## config.mk

```make
export PLATFORM = sky130hd
export DESIGN_NAME = gpio_port_blink_controller
export DESIGN_NICKNAME = d
export VERILOG_FILES = /design/src/rtl/core/gpb_pkg.sv /design/src/rtl/core/gpb_blink_ram.sv /design/src/rtl/core/gpio_port_blink_controller.sv
export SDC_FILE = /design/constraint.sdc
export NUM_CORES = 2
export LEC_CHECK = 0
export ABC_AREA = 1
export BUFFER_PORTS_ARGS = -buffer_cell sky130_fd_sc_hd__buf_4
export CORE_ASPECT_RATIO = 0.5
export CORE_UTILIZATION = 40
export DETAILED_ROUTE_END_ITERATION = 8
export HOLD_SLACK_MARGIN = 0.15
export PLACE_DENSITY = 0.62
export SYNTH_ARGS = -nofsm -noshare
export SYNTH_HDL_FRONTEND = slang
export SYNTH_HIERARCHICAL = 1
export SYNTH_SLANG_ARGS = --single-unit
```

## constraint.sdc

```tcl
create_clock -name i_clk -period 6.8 [get_ports i_clk]
set_input_delay 0.34 -clock i_clk [delete_from_list [all_inputs] [get_ports i_clk]]
set_output_delay 0.34 -clock i_clk [all_outputs]
set_load 0.03 [all_outputs]
```

## src/rtl/core/gpb_pkg.sv

```systemverilog
// Package for the GPIO port and blink controller: constants, command and
// register codes, transaction structs and the pin drive helpers.
// Used by gpb_blink_ram and gpio_port_blink_controller.
package gpb_pkg;

    localparam int PIN_COUNT = 16;
    localparam int TIME_BITS = 16;
    localparam int IDX_W     = (PIN_COUNT > 1) ? $clog2(PIN_COUNT) : 1;
    localparam int CNT_W     = $clog2(PIN_COUNT + 1);

    typedef logic [IDX_W-1:0]     t_idx;
    typedef logic [CNT_W-1:0]     t_cnt;
    typedef logic [PIN_COUNT-1:0] t_pins;
    typedef logic [TIME_BITS-1:0] t_time;

    localparam t_time TMAX     = '1;
    localparam t_idx  LAST_IDX = t_idx'(PIN_COUNT - 1);

    typedef enum logic [2:0] {
        CMD_WRITE_PIN   = 3'd0,
        CMD_WRITE_MASK  = 3'd1,
        CMD_READ_PIN    = 3'd2,
        CMD_SAMPLE      = 3'd3,
        CMD_START_BLINK = 3'd4,
        CMD_STOP_BLINK  = 3'd5,
        CMD_TICK        = 3'd6,
        CMD_QUERY_BLINK = 3'd7
    } t_cmd;

    typedef enum logic {
        REG_DIRECTION = 1'b0,
        REG_INVERT    = 1'b1
    } t_reg;

    typedef struct packed {
        logic [2:0]  cmd;
        logic [3:0]  port;
        logic        value;
        logic [15:0] out_mask;
        logic [15:0] pin_levels;
        logic [15:0] on_time;
        logic [15:0] off_time;
    } t_in_item;

    typedef struct packed {
        logic [15:0] pins;
        logic [15:0] changed;
        logic        bit_value;
        logic        ok;
    } t_out_item;

    // One blink table entry
    typedef struct packed {
        logic  phase;
        t_time elapsed;
        t_time on_ticks;
        t_time off_ticks;
    } t_blink;

    typedef struct packed {
        logic  ok;
        t_pins word;
    } t_drive;

    function automatic t_time sat_time(logic [15:0] t);
        logic [31:0] t32;
        t32 = 32'(t);
        if (t32 > 32'(TMAX)) begin
            return TMAX;
        end
        return TIME_BITS'(t32);
    endfunction

    // Write one pin with inversion if it is an output, forcing input pins high.
    function automatic t_drive drive_pin(t_pins word, t_pins dir, t_pins inv,
                                         t_idx idx, logic level);
        t_drive r;
        r.ok   = dir[idx];
        r.word = word;
        if (dir[idx]) begin
            r.word      = word | ~dir;
            r.word[idx] = level ^ inv[idx];
        end
        return r;
    endfunction

endpackage

```

## src/rtl/core/gpb_blink_ram.sv

```systemverilog
// Blink table storage: one entry per pin, one write and one registered read
// port. Depends on gpb_pkg for the entry and index types.
module gpb_blink_ram (
    input  logic           i_clk,
    input  logic           i_we,
    input  gpb_pkg::t_idx   i_waddr,
    input  gpb_pkg::t_blink i_wdata,
    input  logic           i_re,
    input  gpb_pkg::t_idx   i_raddr,
    output gpb_pkg::t_blink o_rdata
);
    import gpb_pkg::*;

    t_blink r_mem [PIN_COUNT];
    t_blink r_rdata;

    always_ff @(posedge i_clk) begin
        if (i_we) begin
            r_mem[i_waddr] <= i_wdata;
        end
    end

    always_ff @(posedge i_clk) begin
        if (i_re) begin
            r_rdata <= r_mem[i_raddr];
        end
    end

    assign o_rdata = r_rdata;

endmodule

```

## src/rtl/core/gpio_port_blink_controller.sv

```systemverilog
// GPIO port with direction and invert masks and a per-pin blink engine.
// Pin, mask, read, sample and query go from accept to S_DONE, then to
// o_out_valid; start and stop blink pass S_PIN first (one blink table read);
// tick walks the table in S_TICK, one table entry per cycle, before S_DONE.
// One transaction in flight at a time; the result register frees the input.
// Synchronous active-low reset: pin word all ones, masks and blink flags zero.
module gpio_port_blink_controller (
    input  logic               i_clk,
    input  logic               i_rst_n,
    input  logic               i_in_valid,
    output logic               o_in_stall,
    input  gpb_pkg::t_in_item  i_in_data,
    output logic               o_out_valid,
    input  logic               i_out_stall,
    output gpb_pkg::t_out_item o_out_data,
    input  logic               i_cfg_we,
    input  logic               i_cfg_idx,
    input  logic [15:0]        i_cfg_data
);
    import gpb_pkg::*;

    typedef enum logic [3:0] {
        S_IDLE = 4'b0001,
        S_PIN  = 4'b0010,
        S_TICK = 4'b0100,
        S_DONE = 4'b1000
    } t_state;

    t_state    r_state, n_state;
    t_pins     r_dir, r_inv;
    t_pins     r_pins, n_pins;
    t_pins     r_active, n_active;
    t_cnt      r_cnt, n_cnt;
    logic      r_rv;
    t_idx      r_rv_idx;
    logic [15:0] r_changed, n_changed;
    logic      r_bit, n_bit;
    logic      r_ok, n_ok;
    logic      r_out_vld;
    t_out_item r_out;
    t_in_item  r_in;

    logic      acc;
    logic      in_p_ok;
    t_idx      in_p;
    t_pins     lv, lev;
    t_drive    drv;
    t_time     el_inc, target;
    logic      rd_en, wr_en;
    t_idx      rd_addr, wr_addr;
    t_blink    rd_data, wr_data;
    logic      load_out;

    gpb_blink_ram u_ram (
        .i_clk   (i_clk),
        .i_we    (wr_en),
        .i_waddr (wr_addr),
        .i_wdata (wr_data),
        .i_re    (rd_en),
        .i_raddr (rd_addr),
        .o_rdata (rd_data)
    );

    assign acc      = i_in_valid && (r_state == S_IDLE);
    assign in_p_ok  = 32'(i_in_data.port) < PIN_COUNT;
    assign in_p     = in_p_ok ? t_idx'(i_in_data.port) : '0;
    assign load_out = (r_state == S_DONE) && (!r_out_vld || !i_out_stall);

    always_comb begin
        n_state   = r_state;
        n_pins    = r_pins;
        n_active  = r_active;
        n_changed = r_changed;
        n_bit     = r_bit;
        n_ok      = r_ok;
        n_cnt     = r_cnt;
        rd_en     = 1'b0;
        rd_addr   = in_p;
        wr_en     = 1'b0;
        wr_addr   = r_rv_idx;
        wr_data   = rd_data;
        lv        = PIN_COUNT'(i_in_data.out_mask) ^ r_inv;
        lev       = PIN_COUNT'(i_in_data.pin_levels);
        drv       = '0;
        el_inc    = (rd_data.elapsed == TMAX) ? rd_data.elapsed
                                              : rd_data.elapsed + t_time'(1);
        target    = rd_data.phase ? rd_data.on_ticks : rd_data.off_ticks;

        unique case (r_state)
            S_IDLE: begin
                if (acc) begin
                    n_changed = '0;
                    n_bit     = 1'b0;
                    n_ok      = 1'b1;
                    n_state   = S_DONE;
                    case (t_cmd'(i_in_data.cmd))
                        CMD_WRITE_PIN: begin
                            if (in_p_ok) begin
                                drv    = drive_pin(r_pins, r_dir, r_inv, in_p,
                                                   i_in_data.value);
                                n_pins = drv.word;
                                n_ok   = drv.ok;
                            end else begin
                                n_ok = 1'b0;
                            end
                        end
                        CMD_WRITE_MASK: begin
                            n_pins = (lv & r_dir) | ~r_dir;
                        end
                        CMD_READ_PIN: begin
                            if (in_p_ok) begin
                                n_bit = r_pins[in_p] ^ r_inv[in_p];
                            end else begin
                                n_ok = 1'b0;
                            end
                        end
                        CMD_SAMPLE: begin
                            n_changed = 16'(r_pins ^ lev);
                            n_pins    = lev;
                        end
                        CMD_START_BLINK, CMD_STOP_BLINK: begin
                            if (in_p_ok) begin
                                rd_en   = 1'b1;
                                n_state = S_PIN;
                            end else begin
                                n_ok = 1'b0;
                            end
                        end
                        CMD_TICK: begin
                            n_cnt   = '0;
                            n_state = S_TICK;
                        end
                        default: begin
                            if (in_p_ok) begin
                                n_bit = r_active[in_p];
                            end else begin
                                n_ok = 1'b0;
                            end
                        end
                    endcase
                end
            end
            S_PIN: begin
                // Entry read at accept is on rd_data now
                if (t_cmd'(r_in.cmd) == CMD_START_BLINK) begin
                    wr_en             = 1'b1;
                    wr_data.on_ticks  = sat_time(r_in.on_time);
                    wr_data.off_ticks = sat_time(r_in.off_time);
                    if (!r_active[r_rv_idx]) begin
                        wr_data.phase       = 1'b1;
                        wr_data.elapsed     = '0;
                        n_active[r_rv_idx]  = 1'b1;
                        drv    = drive_pin(r_pins, r_dir, r_inv, r_rv_idx, 1'b1);
                        n_pins = drv.word;
                        n_ok   = drv.ok;
                    end
                end else begin
                    if (!r_active[r_rv_idx]) begin
                        n_ok = 1'b0;
                    end else begin
                        n_active[r_rv_idx] = 1'b0;
                        drv    = drive_pin(r_pins, r_dir, r_inv, r_rv_idx, 1'b0);
                        n_pins = drv.word;
                        n_ok   = drv.ok;
                    end
                end
                n_state = S_DONE;
            end
            S_TICK: begin
                // Read entry r_cnt while updating the entry read last cycle
                if (r_cnt < CNT_W'(PIN_COUNT)) begin
                    rd_en   = 1'b1;
                    rd_addr = r_cnt[IDX_W-1:0];
                    n_cnt   = r_cnt + t_cnt'(1);
                end
                if (r_rv && r_active[r_rv_idx]) begin
                    wr_en = 1'b1;
                    if (el_inc >= target) begin
                        wr_data.phase   = ~rd_data.phase;
                        wr_data.elapsed = '0;
                        drv    = drive_pin(r_pins, r_dir, r_inv, r_rv_idx,
                                           ~rd_data.phase);
                        n_pins = drv.word;
                    end else begin
                        wr_data.elapsed = el_inc;
                    end
                end
                if (r_rv && (r_rv_idx == LAST_IDX)) begin
                    n_state = S_DONE;
                end
            end
            S_DONE: begin
                if (load_out) begin
                    n_state = S_IDLE;
                end
            end
            default: begin
                n_state = S_IDLE;
            end
        endcase

        // Force the new input pins high on a direction write
        if (i_cfg_we && (t_reg'(i_cfg_idx) == REG_DIRECTION)) begin
            n_pins = n_pins | ~PIN_COUNT'(i_cfg_data);
        end
    end

    always_ff @(posedge i_clk) begin
        if (!i_rst_n) begin
            r_state   <= S_IDLE;
            r_dir     <= '0;
            r_inv     <= '0;
            r_pins    <= '1;
            r_active  <= '0;
            r_cnt     <= '0;
            r_rv      <= 1'b0;
            r_out_vld <= 1'b0;
        end else begin
            r_state  <= n_state;
            r_pins   <= n_pins;
            r_active <= n_active;
            r_cnt    <= n_cnt;
            r_rv     <= rd_en;
            if (i_cfg_we) begin
                unique case (t_reg'(i_cfg_idx))
                    REG_DIRECTION: begin
                        r_dir <= PIN_COUNT'(i_cfg_data);
                    end
                    REG_INVERT: begin
                        r_inv <= PIN_COUNT'(i_cfg_data);
                    end
                    default: begin
                        r_inv <= r_inv;
                    end
                endcase
            end
            if (load_out) begin
                r_out_vld <= 1'b1;
            end else if (!i_out_stall) begin
                r_out_vld <= 1'b0;
            end
        end
    end

    always_ff @(posedge i_clk) begin
        r_rv_idx  <= rd_addr;
        r_changed <= n_changed;
        r_bit     <= n_bit;
        r_ok      <= n_ok;
        if (acc) begin
            r_in <= i_in_data;
        end
        if (load_out) begin
            r_out.pins      <= 16'(r_pins);
            r_out.changed   <= r_changed;
            r_out.bit_value <= r_bit;
            r_out.ok        <= r_ok;
        end
    end

    assign o_in_stall  = (r_state != S_IDLE);
    assign o_out_valid = r_out_vld;
    assign o_out_data  = r_out;

    a_pin_has_data: assert property (@(posedge i_clk) disable iff (!i_rst_n)
        (r_state == S_PIN) |-> r_rv)
        else $error("blink entry not read for pin command");

    a_read_in_work: assert property (@(posedge i_clk) disable iff (!i_rst_n)
        r_rv |-> (r_state == S_PIN || r_state == S_TICK))
        else $error("table read data outside pin or tick work");

    a_done_quiet: assert property (@(posedge i_clk) disable iff (!i_rst_n)
        (r_state == S_DONE) |-> (!r_rv && !rd_en))
        else $error("table access after transaction finished");

    a_stop_clears: assert property (@(posedge i_clk) disable iff (!i_rst_n)
        (r_state == S_PIN && t_cmd'(r_in.cmd) == CMD_STOP_BLINK)
        |=> !r_active[$past(r_rv_idx)])
        else $error("stop left blink active");

    a_dir_forces: assert property (@(posedge i_clk) disable iff (!i_rst_n)
        (i_cfg_we && t_reg'(i_cfg_idx) == REG_DIRECTION && r_state == S_IDLE
         && !i_in_valid) |=> ((r_pins | r_dir) == '1))
        else $error("input pins not forced high after direction write");

endmodule
```

==> results.md <==
- Status: complete, no violations
- Max cap viols: 0
- Largest net degree at the start of global routing: approximately 190
- Setup repair after global routing missed its margin: false
- Overall power: 13,460 uW
- Die Area: between 0.1 and 0.15 mm^2
- Vias in the first global route: between 30k and 40k
- Core area: 0.1136 mm^2
- Vias/cell: approximately 5.2
- Ys Warns: 6
- Post-route ant nets: 0
- Number of flops mapped to enable cells by yosys: 920
- Final hold vios: 0
- Finished Cell Area: 0.05258 mm^2
- CTS Root Cell: clkbuf_16
- Switching power: between 3000 and 4000 uW
- Cell Pwr Density: between 200 and 300 mW/mm^2
- Setup TNS: 0 ps
- TritonCTS clock tree: yes
- Worst VDD drop: 0.2194 mV
- Rows: 87
- Mapped Cells: between 4k and 5k
- Crit path launch: u_ram/o_rdata[32]
- Die Span Y: 242.4 um
- Setup slack after layout: 2011 ps
- Headroom to the max-slew limit: between 10% and 20%
- Worst R2R End: u_ram/r_mem[0][35]
- Drt drc: 0
- Worst slew pin tran: roughly 1200 ps
- Synth top area share: 59.74%
- Highest clock rate: around 210 MHz
- Starting Density: 40.69%
- Top_reg_cell synth: edfxtp_1
- Most frequent cells in the layout: nand2_1 (1,485), edfxtp_1 (920), inv_1 (724)
- Area post-placement: 0.04849 mm^2
- Area growth syn-to-layout: 13.68%
- Tcrit/Tclk final: a little over two thirds
- Mapped cell area: 0.04625 mm^2
- Worst setup SP type: flop
- Final Critical Period: ~4800 ps
- Clock sinks: 999
- R2r worst-path depth: 23
- Largest area contributor in the netlist: edfxtp_1
- Hold Crit Class: in2reg
- Yosys reg bits: about 1,000
- Internal Power: ~10,000 uW
- Diode count: 0
- Clk slew on worst S/H paths: 70 ps
- First-pass GRT wire length: approximately 200,000 um
- Combinational power share: 8.5%
- Initial antenna violation count: 1
- Worst-case clock buffer depth: 3
- Post-synthesis sequential area ratio: a little over three fifths
- Most common cell after layout, fill and taps aside: nand2_1
- Worst Path Required: 7160 ps
- Synth async-reset ratio: 0%
- Sw Share: between 20% and 30%
- Global Route Usage Sum: between 20% and 30%
- Lkg Pwr: approximately 0.022 uW
- Drt pass-1 iters: 6
- R2R Setup Slk: slightly above 2000 ps
- Layout cells sized above 1: ~8.1%
- Grt total ovfl: 0
- Wire per inst: 20.12 um
- Avg Inst Size Synth: roughly 9.6 um^2
- Chip Width: 482.9 um
- Fin Hold WS: between 150 and 200 ps
- Worst R2R Start: u_ram/o_rdata[32]
- Syn nets: about 5k
- Post-Route WL: approximately 130,000 um
- Flop pwr share: about 51%
- Crit. End Element: flop
- Synth unique cells: 46
- I/O Buffers: between 100 and 150
- Arrival @ worst endpoint: a little over 5000 ps
- Vias: about 34k
- Final slew viol count: 0
- Clock skew: approximately 48 ps
- Setup repair bufs after CTS: 0
- Top post-synthesis cells by area: edfxtp_1 (60%), nand2_1 (12%), nand3_1 (7.4%)
- CP Class: reg2reg
- Post-place setup slack: 2039 ps
- Depth of the CTS H-tree: 3
- IO Count: between 100 and 150
- Clock Power Share: 40.3%
- Initial DRC Count: 4,052
- GPL Wtd Cong: 0.9446
- Nets@finish: 5,086
- HPWL after DPL: around 71,000 um
- CTS Buf Count: slightly above 90
- Clock latency on the worst-skew pair: 720 ps
- Final setup viols: 0
- Worst-path maximum fanout: 16
- Critical Path End: u_ram/r_mem[0][35]
power by group through the flow:
| stage | Sequential (uW) | Clock, uW | Combinational [uW] |
|---|---|---|---|
| global route | 6900 | 5740 | 1260 |
| floorplan | 6980 | 0 | 763 |
| global placement | 7020 | 0 | 1060 |
| CTS | 6890 | 5510 | 1130 |
| detailed placement | 7030 | 0 | 1080 |
| finish | 6890 | 5420 | 1140 |
layout make-up:
cell class / instances / area (um^2)
fill: 10360 / 61070
inverter: 735 / 2783
clock inverter: 62 / 656.9
sequential: 999 / 29210
timing repair buffer: 278 / 2477
tap: 1513 / 1893
multi-input combinational: 2866 / 13090
clock buffer: 113 / 2465
per-stage QoR:
stage	utilization, %	instances
floorplan	-	4836
global placement	42.67	6295
detailed placement	42.67	6295
CTS	46.26	6566
global route	46.26	6566
finish	46.26	6566
kinds of logic after synthesis:
logic type	share of synthesized area, %
XOR/XNOR	0.3977
AO/OA/AOI/OAI	3.853
AND/OR/NAND/NOR	22.03
buffers and inverters	8.947
multiplexers	1.104
adder cells (fa/ha/maj)	0.5140
flip-flops	63.16
metal layers:
| layer | global-route usage, % | share of wire [%] | vias to the layer above |
|---|---|---|---|
| met5 | 0 | 0 | - |
| met4 | 6.782 | 2.7 | 0 |
| met3 | 3.694 | 8.0 | 234 |
| met2 | 35.64 | 46 | 1504 |
| met1 | 31.40 | 43 | 16490 |
| li1 | - | - | 16080 |
critical path: stages, from the launching register on:
cell      delay, ps
edfxtp_1        420
ha_1            190
nand2_1          80
nor2_1          130
nand3_1         130
nor2_1          200
nand4_1         180
nor2_2          330
inv_1           160
o21ai_0         250
inv_1            70
ha_1            290
inv_1            60
nor2_1           30
o21bai_1        110
nand2_1          70
nand2_1          60
nand2_1          50
nand2_1          60
nand3_1         250
nor2_1          180
buf_4           210
inv_1           110
o22ai_1         800
flip-flops by register name (all words and copies together), names as in the netlist, named ones only:
register and count:
r_rv_idx 4, r_pins 16, r_inv 16, u_ram/r_mem 784, r_rv 1, r_in 35
r_state 4, r_changed 16, r_cnt 5, r_dir 16, r_ok 1, o_out_data 34
r_bit 1, o_out_valid 1, u_ram/o_rdata 49
cells in the mapped netlist, types with 2 or more instances:
master / count
nand2_1: 1487
edfxtp_1: 920
inv_1: 725
nand3_1: 685
nor2_1: 243
a21oi_1: 147
o21ai_0: 112
buf_2: 92
dfxtp_1: 79
clkbuf_1: 61
buf_4: 40
mux2_2: 32
buf_6: 29
a22oi_1: 22
ha_1: 19
a221oi_1: 16
mux2i_1: 15
xnor2_1: 15
buf_1: 13
o21ai_1: 11
o22ai_1: 10
nor3_1: 8
inv_2: 7
nand4_1: 7
xor2_1: 6
nor2_4: 5
nand2_2: 4
nand3b_1: 3
nor2_2: 3
a21o_1: 2
nor4_1: 2
or2_2: 2
worst min-delay path by stage:
| stage | startpoint | endpoint | slack (ps) | cells after the start |
|---|---|---|---|---|
| after floorplan | r_ok | o_out_data[0] | 400 | 0 |
| after global placement | r_changed[8] | o_out_data[10] | 400 | 0 |
| after detailed placement | r_changed[3] | o_out_data[5] | 400 | 0 |
| after CTS | i_in_data[58] | r_pins[10] | 150 | 7 |
| after global routing | i_cfg_we | r_dir[1] | 200 | 4 |
| final | i_in_data[58] | r_pins[10] | 190 | 7 |
repair_timing:
action	CTS	global route
gates resized for setup	0	0
endpoints found under the hold margin	123	0
hold buffers	96	0
Note: power is estimated with default switching activity, not from simulation.
